File: src/rtl/identifier_symbol_table_scanner_top_macros.svh
// assertion macros for the identifier symbol table scanner
// used by the front and table modules; no other dependencies
`ifndef IDENTIFIER_SYMBOL_TABLE_SCANNER_TOP_MACROS_SVH
`define IDENTIFIER_SYMBOL_TABLE_SCANNER_TOP_MACROS_SVH

// implication checked on every clock edge outside reset
`define ISTS_ASSERT_IMP(label, ante, cons) \
   label: assert property (@(posedge clock) disable iff (reset) (ante) |-> (cons)) \
      else $error("ists check failed");

// next-cycle implication outside reset
`define ISTS_ASSERT_NEXT(label, ante, cons) \
   label: assert property (@(posedge clock) disable iff (reset) (ante) |=> (cons)) \
      else $error("ists check failed");

`endif

File: src/rtl/ists_pkg.sv
// package for the identifier symbol table scanner
// types, character codes and word tables; no dependencies
package ists_pkg;

   localparam int MaxChars = 32;
   localparam logic [4:0] NoType = 5'd21;
   localparam int KeyCount = 21;
   localparam int IgnCount = 5;

   localparam logic [2:0] EV_KEYWORD = 3'd0;
   localparam logic [2:0] EV_IGNORED = 3'd1;
   localparam logic [2:0] EV_INSERT  = 3'd2;
   localparam logic [2:0] EV_REDECL  = 3'd3;
   localparam logic [2:0] EV_MULTI   = 3'd4;
   localparam logic [2:0] EV_UNDECL  = 3'd5;
   localparam logic [2:0] EV_USE     = 3'd6;
   localparam logic [2:0] EV_FULL    = 3'd7;

   localparam logic [7:0] CH_SEMI  = 8'h3b;
   localparam logic [7:0] CH_LPAR  = 8'h28;
   localparam logic [7:0] CH_LT    = 8'h3c;
   localparam logic [7:0] CH_GT    = 8'h3e;
   localparam logic [7:0] CH_QUOTE = 8'h22;
   localparam logic [7:0] CH_USCORE = 8'h5f;

   localparam logic [1:0] SKIP_NONE  = 2'd0;
   localparam logic [1:0] SKIP_QUOTE = 2'd1;
   localparam logic [1:0] SKIP_ANGLE = 2'd2;

   // finished token handed from front to table: up to 8 chars for word
   // compare are included in the full name
   typedef struct packed {
      logic [MaxChars*8-1:0] name;
      logic [5:0]            len;
      logic                  clr_type;
   } tok_type;

   // keyword text, first char in low byte, zero padded
   function automatic logic [63:0] key_word(input int k);
      logic [63:0] w;
      begin
         unique case (k)
            0: w = 64'h0000_0000_0074_6e69;  // int
            1: w = 64'h0000_0074_616f_6c66;  // float
            2: w = 64'h0000_0000_7261_6863;  // char
            3: w = 64'h0000_656c_6275_6f64;  // double
            4: w = 64'h0000_0000_6c6f_6f62;  // bool
            5: w = 64'h0000_0000_6469_6f76;  // void
            6: w = 64'h0000_6e72_6574_7865;  // extern
            7: w = 64'h0000_0000_6f74_7561;  // auto
            8: w = 64'h0000_0000_6c6f_6f62;  // bool
            9: w = 64'h0000_0000_6f74_6f67;  // goto
            10: w = 64'h0000_6369_7461_7473; // static
            11: w = 64'h0000_0073_7361_6c63; // class
            12: w = 64'h0000_7463_7572_7473; // struct
            13: w = 64'h0000_0000_0072_6f66; // for
            14: w = 64'h0000_0000_0000_6669; // if
            15: w = 64'h0000_0000_6573_6c65; // else
            16: w = 64'h0000_6e72_7574_6572; // return
            17: w = 64'h7265_7473_6967_6572; // register
            18: w = 64'h0000_0000_676e_6f6c; // long
            19: w = 64'h0000_0065_6c69_6877; // while
            20: w = 64'h0000_0000_0000_6f64; // do
            default: w = '0;
         endcase
         return w;
      end
   endfunction

   function automatic logic [3:0] key_len(input int k);
      logic [3:0] n;
      begin
         unique case (k)
            0, 13: n = 4'd3;
            1, 11, 19: n = 4'd5;
            2, 4, 5, 7, 8, 9, 15, 18: n = 4'd4;
            3, 6, 10, 12, 16: n = 4'd6;
            14, 20: n = 4'd2;
            17: n = 4'd8;
            default: n = 4'd0;
         endcase
         return n;
      end
   endfunction

   function automatic logic [63:0] ign_word(input int k);
      logic [63:0] w;
      begin
         unique case (k)
            0: w = 64'h0065_6475_6c63_6e69; // include
            1: w = 64'h0000_656e_6966_6564; // define
            2: w = 64'h0000_0068_6374_6567; // getch
            3: w = 64'h0000_6674_6e69_7270; // printf
            4: w = 64'h0000_0066_6e61_6373; // scanf
            default: w = '0;
         endcase
         return w;
      end
   endfunction

   function automatic logic [3:0] ign_len(input int k);
      logic [3:0] n;
      begin
         unique case (k)
            0: n = 4'd7;
            1, 3: n = 4'd6;
            default: n = 4'd5;
         endcase
         return n;
      end
   endfunction

endpackage

File: src/rtl/ists_front.sv
// front part: skip tracking and token assembly, one character per transfer
// depends on ists_pkg and the assertion macro header
`include "identifier_symbol_table_scanner_top_macros.svh"
module ists_front
   import ists_pkg::*;
#(
   parameter int TOKEN_CHARS = 11
) (
   input  logic          clock,
   input  logic          reset,
   input  logic          in_valid,
   output logic          in_ready,
   input  logic [7:0]    in_char,
   output logic          tok_valid,
   input  logic          tok_ready,
   output tok_type       tok_data
);

   localparam int LW = $clog2(TOKEN_CHARS + 1);

   logic [1:0]              skip_ff, skip_in;
   logic [LW-1:0]           len_ff, len_in;
   logic [TOKEN_CHARS*8-1:0] chars_ff, chars_in;
   logic                    is_letter, is_delim, ends, do_take;

   // character classes
   always_comb begin
      is_letter = (in_char >= 8'h41 && in_char <= 8'h5a) ||
                  (in_char >= 8'h61 && in_char <= 8'h7a) || in_char == CH_USCORE;
      is_delim = in_char == 8'h20 || in_char == 8'h09 || in_char == 8'h0a ||
                 in_char == 8'h2c || in_char == 8'h29 || in_char == 8'h5b ||
                 in_char == 8'h5d || in_char == 8'h7b || in_char == 8'h7d ||
                 in_char == 8'h23 || in_char == 8'h2b || in_char == 8'h2d ||
                 in_char == 8'h2a || in_char == 8'h2f || in_char == 8'h25 ||
                 in_char == 8'h3d || in_char == 8'h21 || in_char == CH_LPAR ||
                 in_char == CH_SEMI;
   end

   // a token end or type clear needs room in the queue
   assign ends = (skip_ff != SKIP_QUOTE) && (skip_ff != SKIP_ANGLE) && is_delim &&
                 (len_ff != '0 || in_char == CH_SEMI || in_char == CH_LPAR);
   assign in_ready = !ends || tok_ready;
   assign do_take = in_valid && in_ready;
   assign tok_valid = in_valid && ends;

   // only bytes inside the token are passed on, the tail reads as zero
   always_comb begin
      tok_data = '0;
      for (int i = 0; i < TOKEN_CHARS; i++)
         if (LW'(i) < len_ff) tok_data.name[i*8 +: 8] = chars_ff[i*8 +: 8];
      tok_data.len = 6'(len_ff);
      tok_data.clr_type = in_char == CH_SEMI || in_char == CH_LPAR;
   end

   // next state
   always_comb begin
      skip_in = skip_ff;
      len_in = len_ff;
      chars_in = chars_ff;
      priority if (skip_ff == SKIP_QUOTE) begin
         if (in_char == CH_QUOTE) skip_in = SKIP_NONE;
      end else if (skip_ff == SKIP_ANGLE) begin
         if (in_char == CH_GT) skip_in = SKIP_NONE;
      end else begin
         skip_in = SKIP_NONE;
         if (in_char == CH_QUOTE) skip_in = SKIP_QUOTE;
         else if (in_char == CH_LT) skip_in = SKIP_ANGLE;
         else if (is_delim) len_in = '0;
         else if (is_letter && len_ff < LW'(TOKEN_CHARS)) begin
            chars_in[len_ff*8 +: 8] = in_char;
            len_in = len_ff + 1'b1;
         end
      end
   end

   always_ff @(posedge clock) begin
      if (reset) begin
         skip_ff <= SKIP_NONE;
         len_ff <= '0;
      end else if (do_take) begin
         skip_ff <= skip_in;
         len_ff <= len_in;
      end
      if (do_take) chars_ff <= chars_in;
   end

   `ISTS_ASSERT_IMP(a_len_bound, 1'b1, len_ff <= LW'(TOKEN_CHARS))
   `ISTS_ASSERT_IMP(a_tok_has_room, tok_valid && !tok_ready, !in_ready)
   `ISTS_ASSERT_NEXT(a_len_clears, tok_valid && tok_ready, len_ff == '0)

endmodule

File: src/rtl/ists_queue.sv
// two-entry queue between the front and the table back end
// depends on ists_pkg
module ists_queue
   import ists_pkg::*;
(
   input  logic    clock,
   input  logic    reset,
   input  logic    wr_valid,
   output logic    wr_ready,
   input  tok_type wr_data,
   output logic    rd_valid,
   input  logic    rd_ready,
   output tok_type rd_data
);

   tok_type    mem_ff [2];
   logic       wp_ff, rp_ff;
   logic [1:0] cnt_ff;
   logic       wr, rd;

   assign wr_ready = cnt_ff != 2'd2;
   assign rd_valid = cnt_ff != 2'd0;
   assign rd_data = mem_ff[rp_ff];
   assign wr = wr_valid && wr_ready;
   assign rd = rd_valid && rd_ready;

   // pointers and fill count
   always_ff @(posedge clock) begin
      if (reset) begin
         wp_ff <= 1'b0;
         rp_ff <= 1'b0;
         cnt_ff <= 2'd0;
      end else begin
         if (wr) wp_ff <= !wp_ff;
         if (rd) rp_ff <= !rp_ff;
         cnt_ff <= cnt_ff + {1'b0, wr} - {1'b0, rd};
      end
      if (wr) mem_ff[wp_ff] <= wr_data;
   end

endmodule

File: src/rtl/ists_table.sv
// back part: word compare, identifier table search and insert
// depends on ists_pkg and the assertion macro header
`include "identifier_symbol_table_scanner_top_macros.svh"
module ists_table
   import ists_pkg::*;
#(
   parameter int TABLE_ENTRIES = 32,
   parameter int TOKEN_CHARS = 11
) (
   input  logic       clock,
   input  logic       reset,
   input  logic       tok_valid,
   output logic       tok_ready,
   input  tok_type    tok_data,
   output logic       out_valid,
   input  logic       out_ready,
   output logic [2:0] out_event,
   output logic [4:0] out_slot,
   output logic [4:0] out_type
);

   localparam int IW = (TABLE_ENTRIES > 1) ? $clog2(TABLE_ENTRIES) : 1;
   localparam int CW = $clog2(TABLE_ENTRIES + 1);
   localparam int LW = $clog2(TOKEN_CHARS + 1);
   localparam int NB = TOKEN_CHARS * 8;

   localparam logic [1:0] ST_IDLE = 2'd0;
   localparam logic [1:0] ST_SCAN = 2'd1;
   localparam logic [1:0] ST_DONE = 2'd2;

   logic [NB-1:0]  name_mem [TABLE_ENTRIES];
   logic [LW-1:0]  len_mem  [TABLE_ENTRIES];
   logic [4:0]     typ_mem  [TABLE_ENTRIES];

   logic [1:0]     st_ff;
   logic [CW-1:0]  cnt_ff;
   logic [CW-1:0]  idx_ff;
   logic [4:0]     cur_ff;
   logic [NB-1:0]  tname_ff;
   logic [LW-1:0]  tlen_ff;
   logic           tclr_ff;
   logic           found_ff;
   logic [IW-1:0]  fslot_ff;
   logic [NB-1:0]  rd_name_ff;
   logic [LW-1:0]  rd_len_ff;
   logic [4:0]     rd_typ_ff;
   logic           rd_ok_ff;
   logic [IW-1:0]  rd_idx_ff;
   logic           ov_ff;
   logic [2:0]     ev_ff;
   logic [4:0]     slot_ff, otyp_ff;

   logic           ign_hit, key_hit;
   logic [4:0]     key_idx;
   logic           name_eq;
   logic           take;

   assign take = tok_valid && tok_ready;
   assign tok_ready = st_ff == ST_IDLE && !ov_ff;
   assign out_valid = ov_ff;
   assign out_event = ev_ff;
   assign out_slot = slot_ff;
   assign out_type = otyp_ff;

   // fixed word compare on the incoming token
   always_comb begin
      ign_hit = 1'b0;
      key_hit = 1'b0;
      key_idx = 5'd0;
      for (int k = 0; k < IgnCount; k++)
         if (tok_data.len == 6'(ign_len(k)) &&
             tok_data.name[63:0] == ign_word(k)) ign_hit = 1'b1;
      for (int k = KeyCount - 1; k >= 0; k--)
         if (tok_data.len == 6'(key_len(k)) &&
             tok_data.name[63:0] == key_word(k)) begin
            key_hit = 1'b1;
            key_idx = 5'(k);
         end
   end

   // compare of the entry read last cycle; tail bytes are zero in both
   assign name_eq = rd_len_ff == tlen_ff && rd_name_ff == tname_ff;

   always_ff @(posedge clock) begin
      if (reset) begin
         st_ff <= ST_IDLE;
         cnt_ff <= '0;
         cur_ff <= NoType;
         ov_ff <= 1'b0;
         rd_ok_ff <= 1'b0;
      end else begin
         if (ov_ff && out_ready) ov_ff <= 1'b0;
         unique case (st_ff)
            ST_IDLE: begin
               if (take) begin
                  if (tok_data.len == '0) begin
                     cur_ff <= NoType;
                  end else if (ign_hit) begin
                     ov_ff <= 1'b1;
                     ev_ff <= EV_IGNORED;
                     slot_ff <= 5'd0;
                     otyp_ff <= cur_ff;
                     if (tok_data.clr_type) cur_ff <= NoType;
                  end else if (key_hit) begin
                     ov_ff <= 1'b1;
                     ev_ff <= EV_KEYWORD;
                     slot_ff <= 5'd0;
                     otyp_ff <= key_idx;
                     cur_ff <= tok_data.clr_type ? NoType : key_idx;
                  end else begin
                     st_ff <= ST_SCAN;
                     idx_ff <= '0;
                     found_ff <= 1'b0;
                     rd_ok_ff <= 1'b0;
                  end
               end
            end
            ST_SCAN: begin
               // pipelined read then compare, one entry per cycle
               rd_ok_ff <= idx_ff < cnt_ff;
               rd_idx_ff <= IW'(idx_ff);
               if (idx_ff < cnt_ff) idx_ff <= idx_ff + 1'b1;
               if (rd_ok_ff && name_eq) begin
                  if (rd_typ_ff == cur_ff || cur_ff != NoType) begin
                     ov_ff <= 1'b1;
                     ev_ff <= (rd_typ_ff == cur_ff) ? EV_REDECL : EV_MULTI;
                     slot_ff <= 5'(rd_idx_ff);
                     otyp_ff <= cur_ff;
                     st_ff <= ST_DONE;
                  end else if (!found_ff) begin
                     found_ff <= 1'b1;
                     fslot_ff <= rd_idx_ff;
                  end
               end else if (!rd_ok_ff && idx_ff >= cnt_ff && idx_ff != '0 ||
                            !rd_ok_ff && cnt_ff == '0) begin
                  // scan finished without a decisive match
                  ov_ff <= 1'b1;
                  otyp_ff <= cur_ff;
                  st_ff <= ST_DONE;
                  if (cur_ff == NoType) begin
                     ev_ff <= found_ff ? EV_USE : EV_UNDECL;
                     slot_ff <= found_ff ? 5'(fslot_ff) : 5'd0;
                  end else if (cnt_ff >= CW'(TABLE_ENTRIES)) begin
                     ev_ff <= EV_FULL;
                     slot_ff <= 5'd0;
                  end else begin
                     ev_ff <= EV_INSERT;
                     slot_ff <= 5'(cnt_ff);
                     cnt_ff <= cnt_ff + 1'b1;
                  end
               end
            end
            ST_DONE: begin
               rd_ok_ff <= 1'b0;
               if (tclr_ff) cur_ff <= NoType;
               st_ff <= ST_IDLE;
            end
            default: st_ff <= ST_IDLE;
         endcase
      end
   end

   // token hold, table read port and insert write
   always_ff @(posedge clock) begin
      if (take) begin
         tname_ff <= tok_data.name[NB-1:0];
         tlen_ff <= LW'(tok_data.len);
         tclr_ff <= tok_data.clr_type;
      end
      rd_name_ff <= name_mem[IW'(idx_ff)];
      rd_len_ff <= len_mem[IW'(idx_ff)];
      rd_typ_ff <= typ_mem[IW'(idx_ff)];
      if (!reset && st_ff == ST_SCAN && !(rd_ok_ff && name_eq) && !rd_ok_ff &&
          cur_ff != NoType && cnt_ff < CW'(TABLE_ENTRIES) &&
          (idx_ff >= cnt_ff && idx_ff != '0 || cnt_ff == '0)) begin
         name_mem[IW'(cnt_ff)] <= tname_ff;
         len_mem[IW'(cnt_ff)] <= tlen_ff;
         typ_mem[IW'(cnt_ff)] <= cur_ff;
      end
   end

   `ISTS_ASSERT_IMP(a_cnt_bound, 1'b1, cnt_ff <= CW'(TABLE_ENTRIES))
   `ISTS_ASSERT_IMP(a_busy_no_take, st_ff != ST_IDLE, !tok_ready)
   `ISTS_ASSERT_NEXT(a_done_idle, st_ff == ST_DONE, st_ff == ST_IDLE)

endmodule

File: src/rtl/identifier_symbol_table_scanner_top.sv
// a keyword or ignored word result is registered straight from the idle state,
// while an identifier result follows a linear table scan that reads one entry per cycle
// from the single table read port
// throughput: one character per cycle between tokens while the queue has room; the back end
// takes a new token only once the previous result has left, behind a two-entry queue
// synchronous reset empties the token, the table and clears the current type
module identifier_symbol_table_scanner_top
   import ists_pkg::*;
#(
   parameter int TABLE_ENTRIES = 32,
   parameter int TOKEN_CHARS = 11
) (
   input  logic        clock,
   input  logic        reset,
   input  logic        req_tvalid,
   output logic        req_tready,
   input  logic [7:0]  req_tdata,   // [7:0] character
   output logic        rsp_tvalid,
   input  logic        rsp_tready,
   output logic [15:0] rsp_tdata    // [2:0] event_res, [7:3] slot, [12:8] type_code
);

   logic    f_valid, f_ready, b_valid, b_ready;
   tok_type f_data, b_data;
   logic [2:0] ev;
   logic [4:0] sl, ty;

   ists_front #(.TOKEN_CHARS(TOKEN_CHARS)) u_front (
      .clock, .reset, .in_valid(req_tvalid), .in_ready(req_tready),
      .in_char(req_tdata), .tok_valid(f_valid), .tok_ready(f_ready), .tok_data(f_data)
   );

   ists_queue u_queue (
      .clock, .reset, .wr_valid(f_valid), .wr_ready(f_ready), .wr_data(f_data),
      .rd_valid(b_valid), .rd_ready(b_ready), .rd_data(b_data)
   );

   ists_table #(.TABLE_ENTRIES(TABLE_ENTRIES), .TOKEN_CHARS(TOKEN_CHARS)) u_table (
      .clock, .reset, .tok_valid(b_valid), .tok_ready(b_ready), .tok_data(b_data),
      .out_valid(rsp_tvalid), .out_ready(rsp_tready), .out_event(ev),
      .out_slot(sl), .out_type(ty)
   );

   assign rsp_tdata = {3'b000, ty, sl, ev};

endmodule
File: config.mk
export PLATFORM = sky130hd
export DESIGN_NAME = identifier_symbol_table_scanner_top
export DESIGN_NICKNAME = d
export VERILOG_FILES = /design/src/rtl/ists_pkg.sv /design/src/rtl/ists_front.sv /design/src/rtl/ists_queue.sv /design/src/rtl/ists_table.sv /design/src/rtl/identifier_symbol_table_scanner_top.sv
export VERILOG_INCLUDE_DIRS = /design/src /design/src/rtl
export SDC_FILE = /design/constraint.sdc
export NUM_CORES = 2
export LEC_CHECK = 0
export CORE_MARGIN = 5
export CORE_UTILIZATION = 65
export CTS_BUF_LIST = sky130_fd_sc_hd__clkbuf_4 sky130_fd_sc_hd__clkbuf_8
export CTS_CLUSTER_DIAMETER = 60
export CTS_CLUSTER_SIZE = 40
export DETAILED_ROUTE_END_ITERATION = 6
export DONT_BUFFER_PORTS = 1
export PLACE_DENSITY = 0.81
export SYNTH_ARGS = -nofsm -noshare
export SYNTH_HDL_FRONTEND = slang
export SYNTH_HIERARCHICAL = 1
export SYNTH_SLANG_ARGS = --single-unit
File: constraint.sdc
create_clock -name clock -period 12.8 [get_ports clock]
set_clock_uncertainty 0.05 [all_clocks]
set_input_delay 3.84 -clock clock [delete_from_list [all_inputs] [get_ports clock]]
set_output_delay 3.84 -clock clock [all_outputs]
set_load 0.01 [all_outputs]
==> results.cfg <==
[cts]
cts_inserted_buffers = 166
htreeDepth = 4
cts_setup_buffers = 0
cts_hold_buf = 0
path_clk_slew_ns = 0.15
clock_latency_ns = 1.10
cts.sinks = 3628
cts-resized-gates = 0
cts_tree = done
clock-root-buffer = clkbuf_8
clockBufferDepth = 3

[power_and_ir_drop]
vdd_drop_max_mv = 0.218
p_per_area_mw_per_mm2 = 169
p_leak_nw = 44.8

[grt]
grt_util_all_layers_pct = 29.7
grt_max_degree = 163
grt_pass1_vias = 65900
grt_pass1_wl_um = 471000
antenna_found_initial = 11
overflow = 0

[timing]
finalMaxSlewViolations = 0
final-hold-violation-count = 0
timing.setup.tns_ns = 0
setup_viol = 0
post-route-period-util_pct = 69.4
max_freq_mhz = 113
holdWs_ns = 0.409
min_period_ns = 8.88
grt_setup_unrepaired = no
max_slew.worst_pin.slew_ns = 1.42
slew_headroom_pct = 5.01

[critical_path]
crit_path_start = req_tdata[3]
r2r-start = u_table/tname_ff[50]$_DFFE_PP_
worst-setup-path-type = input pin to output port
start_kind = input pin
cp.required_ns = 8.91
end_kind = output port
cp_max_fo = 18
critPathArrivalTime_ns = 4.99

[layout]
drive_gt1_share_pct = 27.1
instances_no_fill = 9127
utilization_pct = 69.2
syn2layout_area_growth_pct = 6.14
final_common_cell = edfxtp_1
finalNetCount = 6173
most-common-layout-cells = edfxtp_1, mux4_2, mux2_2, clkbuf_8, dfxtp_1

[drt]
post_drt_wl_per_cell_um = 35.7
drtIter0Drc = 10100
vias = 65100
detail-route-antenna-nets = 0
avgViaCountPerCell = 7.14
met2_length_um = 160000
routed.top_layer = met5
wl_met3_um = 38800
routed_wl_um = 326000
drt-met1-wl_um = 116000
drt_pass1_iterations = 7
drc = 1

[die]
initial_utilization_pct = 65.2
io_pins = 30
die_w_um = 473
die_h_um = 473
fp.coreArea_sq_mm = 0.214
fp-row-count = 170
die-area_sq_mm = 0.224

[placement]
dp_hpwl_um = 178000
gp_congestion = 0.915
post-place-cells = 8810
io_buffers = 0

[yosys]
yosysWarnings = 6
syn_area_sq_mm = 0.140
synth.avg_cell_area_sq_um = 22.8
synth_cells = 6128

[status]
failed_checks = design-rule violations
run_status = finished, violations left

[job]
maxCapViolCount = 0

[hold_path]
holdCritPathClass = register to register
holdCritStartpoint = u_table/rd_idx_ff[3]$_DFFE_PP_
-- stage by stage --
step | setup slack [ns] | power (mW) | area, sq um
6_report | 3.92 | 25.1 | 148000
5_1_grt | 3.82 | 25.9 | 148000
4_1_cts | 3.94 | 25.1 | 148000
3_5_place_dp | 3.94 | 19.7 | 144000
3_3_place_gp | 3.90 | 19.5 | 144000
2_1_floorplan | 3.75 | 18.0 | 140000
-- worst max-delay path: stages --
cell and delay, ns:
and4b_1 0.18, a311oi_1 0.31, o22ai_1 0.16, a211o_1 0.34
nand2_1 0.16
-- power by group --
| part | switching, mW | total, mW | internal [mW] |
|---|---|---|---|
| clock | 3.90 | 5.61 | 1.71 |
| combinational | 2.27 | 4.04 | 1.77 |
| sequential | 0.936 | 15.4 | 14.5 |
-- layout make-up --
cell class,count,area (sq um)
Inverter,40,153
Antenna cell,4,10.0
Timing Repair Buffer,144,1420
Sequential cell,3628,108000
Multi-Input combinational cell,2160,30800
Clock buffer,175,2400
Tap cell,2838,3550
Clock inverter,138,2140
Fill cell,12000,66000
-- final timing paths --
path,to,slack (ns),depth (start not counted)
setup / recovery,req_tready,3.92,5
hold / removal,u_table/fslot_ff[3]$_DFFE_PP_,0.41,0
setup reg to reg,u_table/out_event[2]$_SDFFCE_PN0P_,6.69,8
hold reg to reg,u_table/fslot_ff[3]$_DFFE_PP_,0.41,0
-- routing by layer --
metal / track usage, % / vias up
li1: - / 25700
met1: 42.5 / 34400
met2: 47.2 / 4423
met3: 6.28 / 589
met4: 9.49 / 2
met5: 0 / -
-- registers in the layout (all words and copies together), names as in the netlist, 2 cells and up, named ones only --
signal and flops:
u_table/out_type 5, u_table/len_mem 128, u_front/len_ff 4, u_table/tlen_ff 4, u_table/out_slot 5, u_table/rd_typ_ff 5
u_table/out_event 3, u_queue/cnt_ff 2, u_table/name_mem 2816, u_table/typ_mem 160, u_front/skip_ff 2, u_table/cnt_ff 6
u_table/rd_len_ff 4, u_table/cur_ff 5, u_table/rd_name_ff 88, u_table/idx_ff 6, u_table/tname_ff 88, u_front/chars_ff 88
u_table/st_ff 2, u_table/fslot_ff 5, u_queue/mem_ff 190, u_table/rd_idx_ff 5
Power figures use the tool's default switching activity.
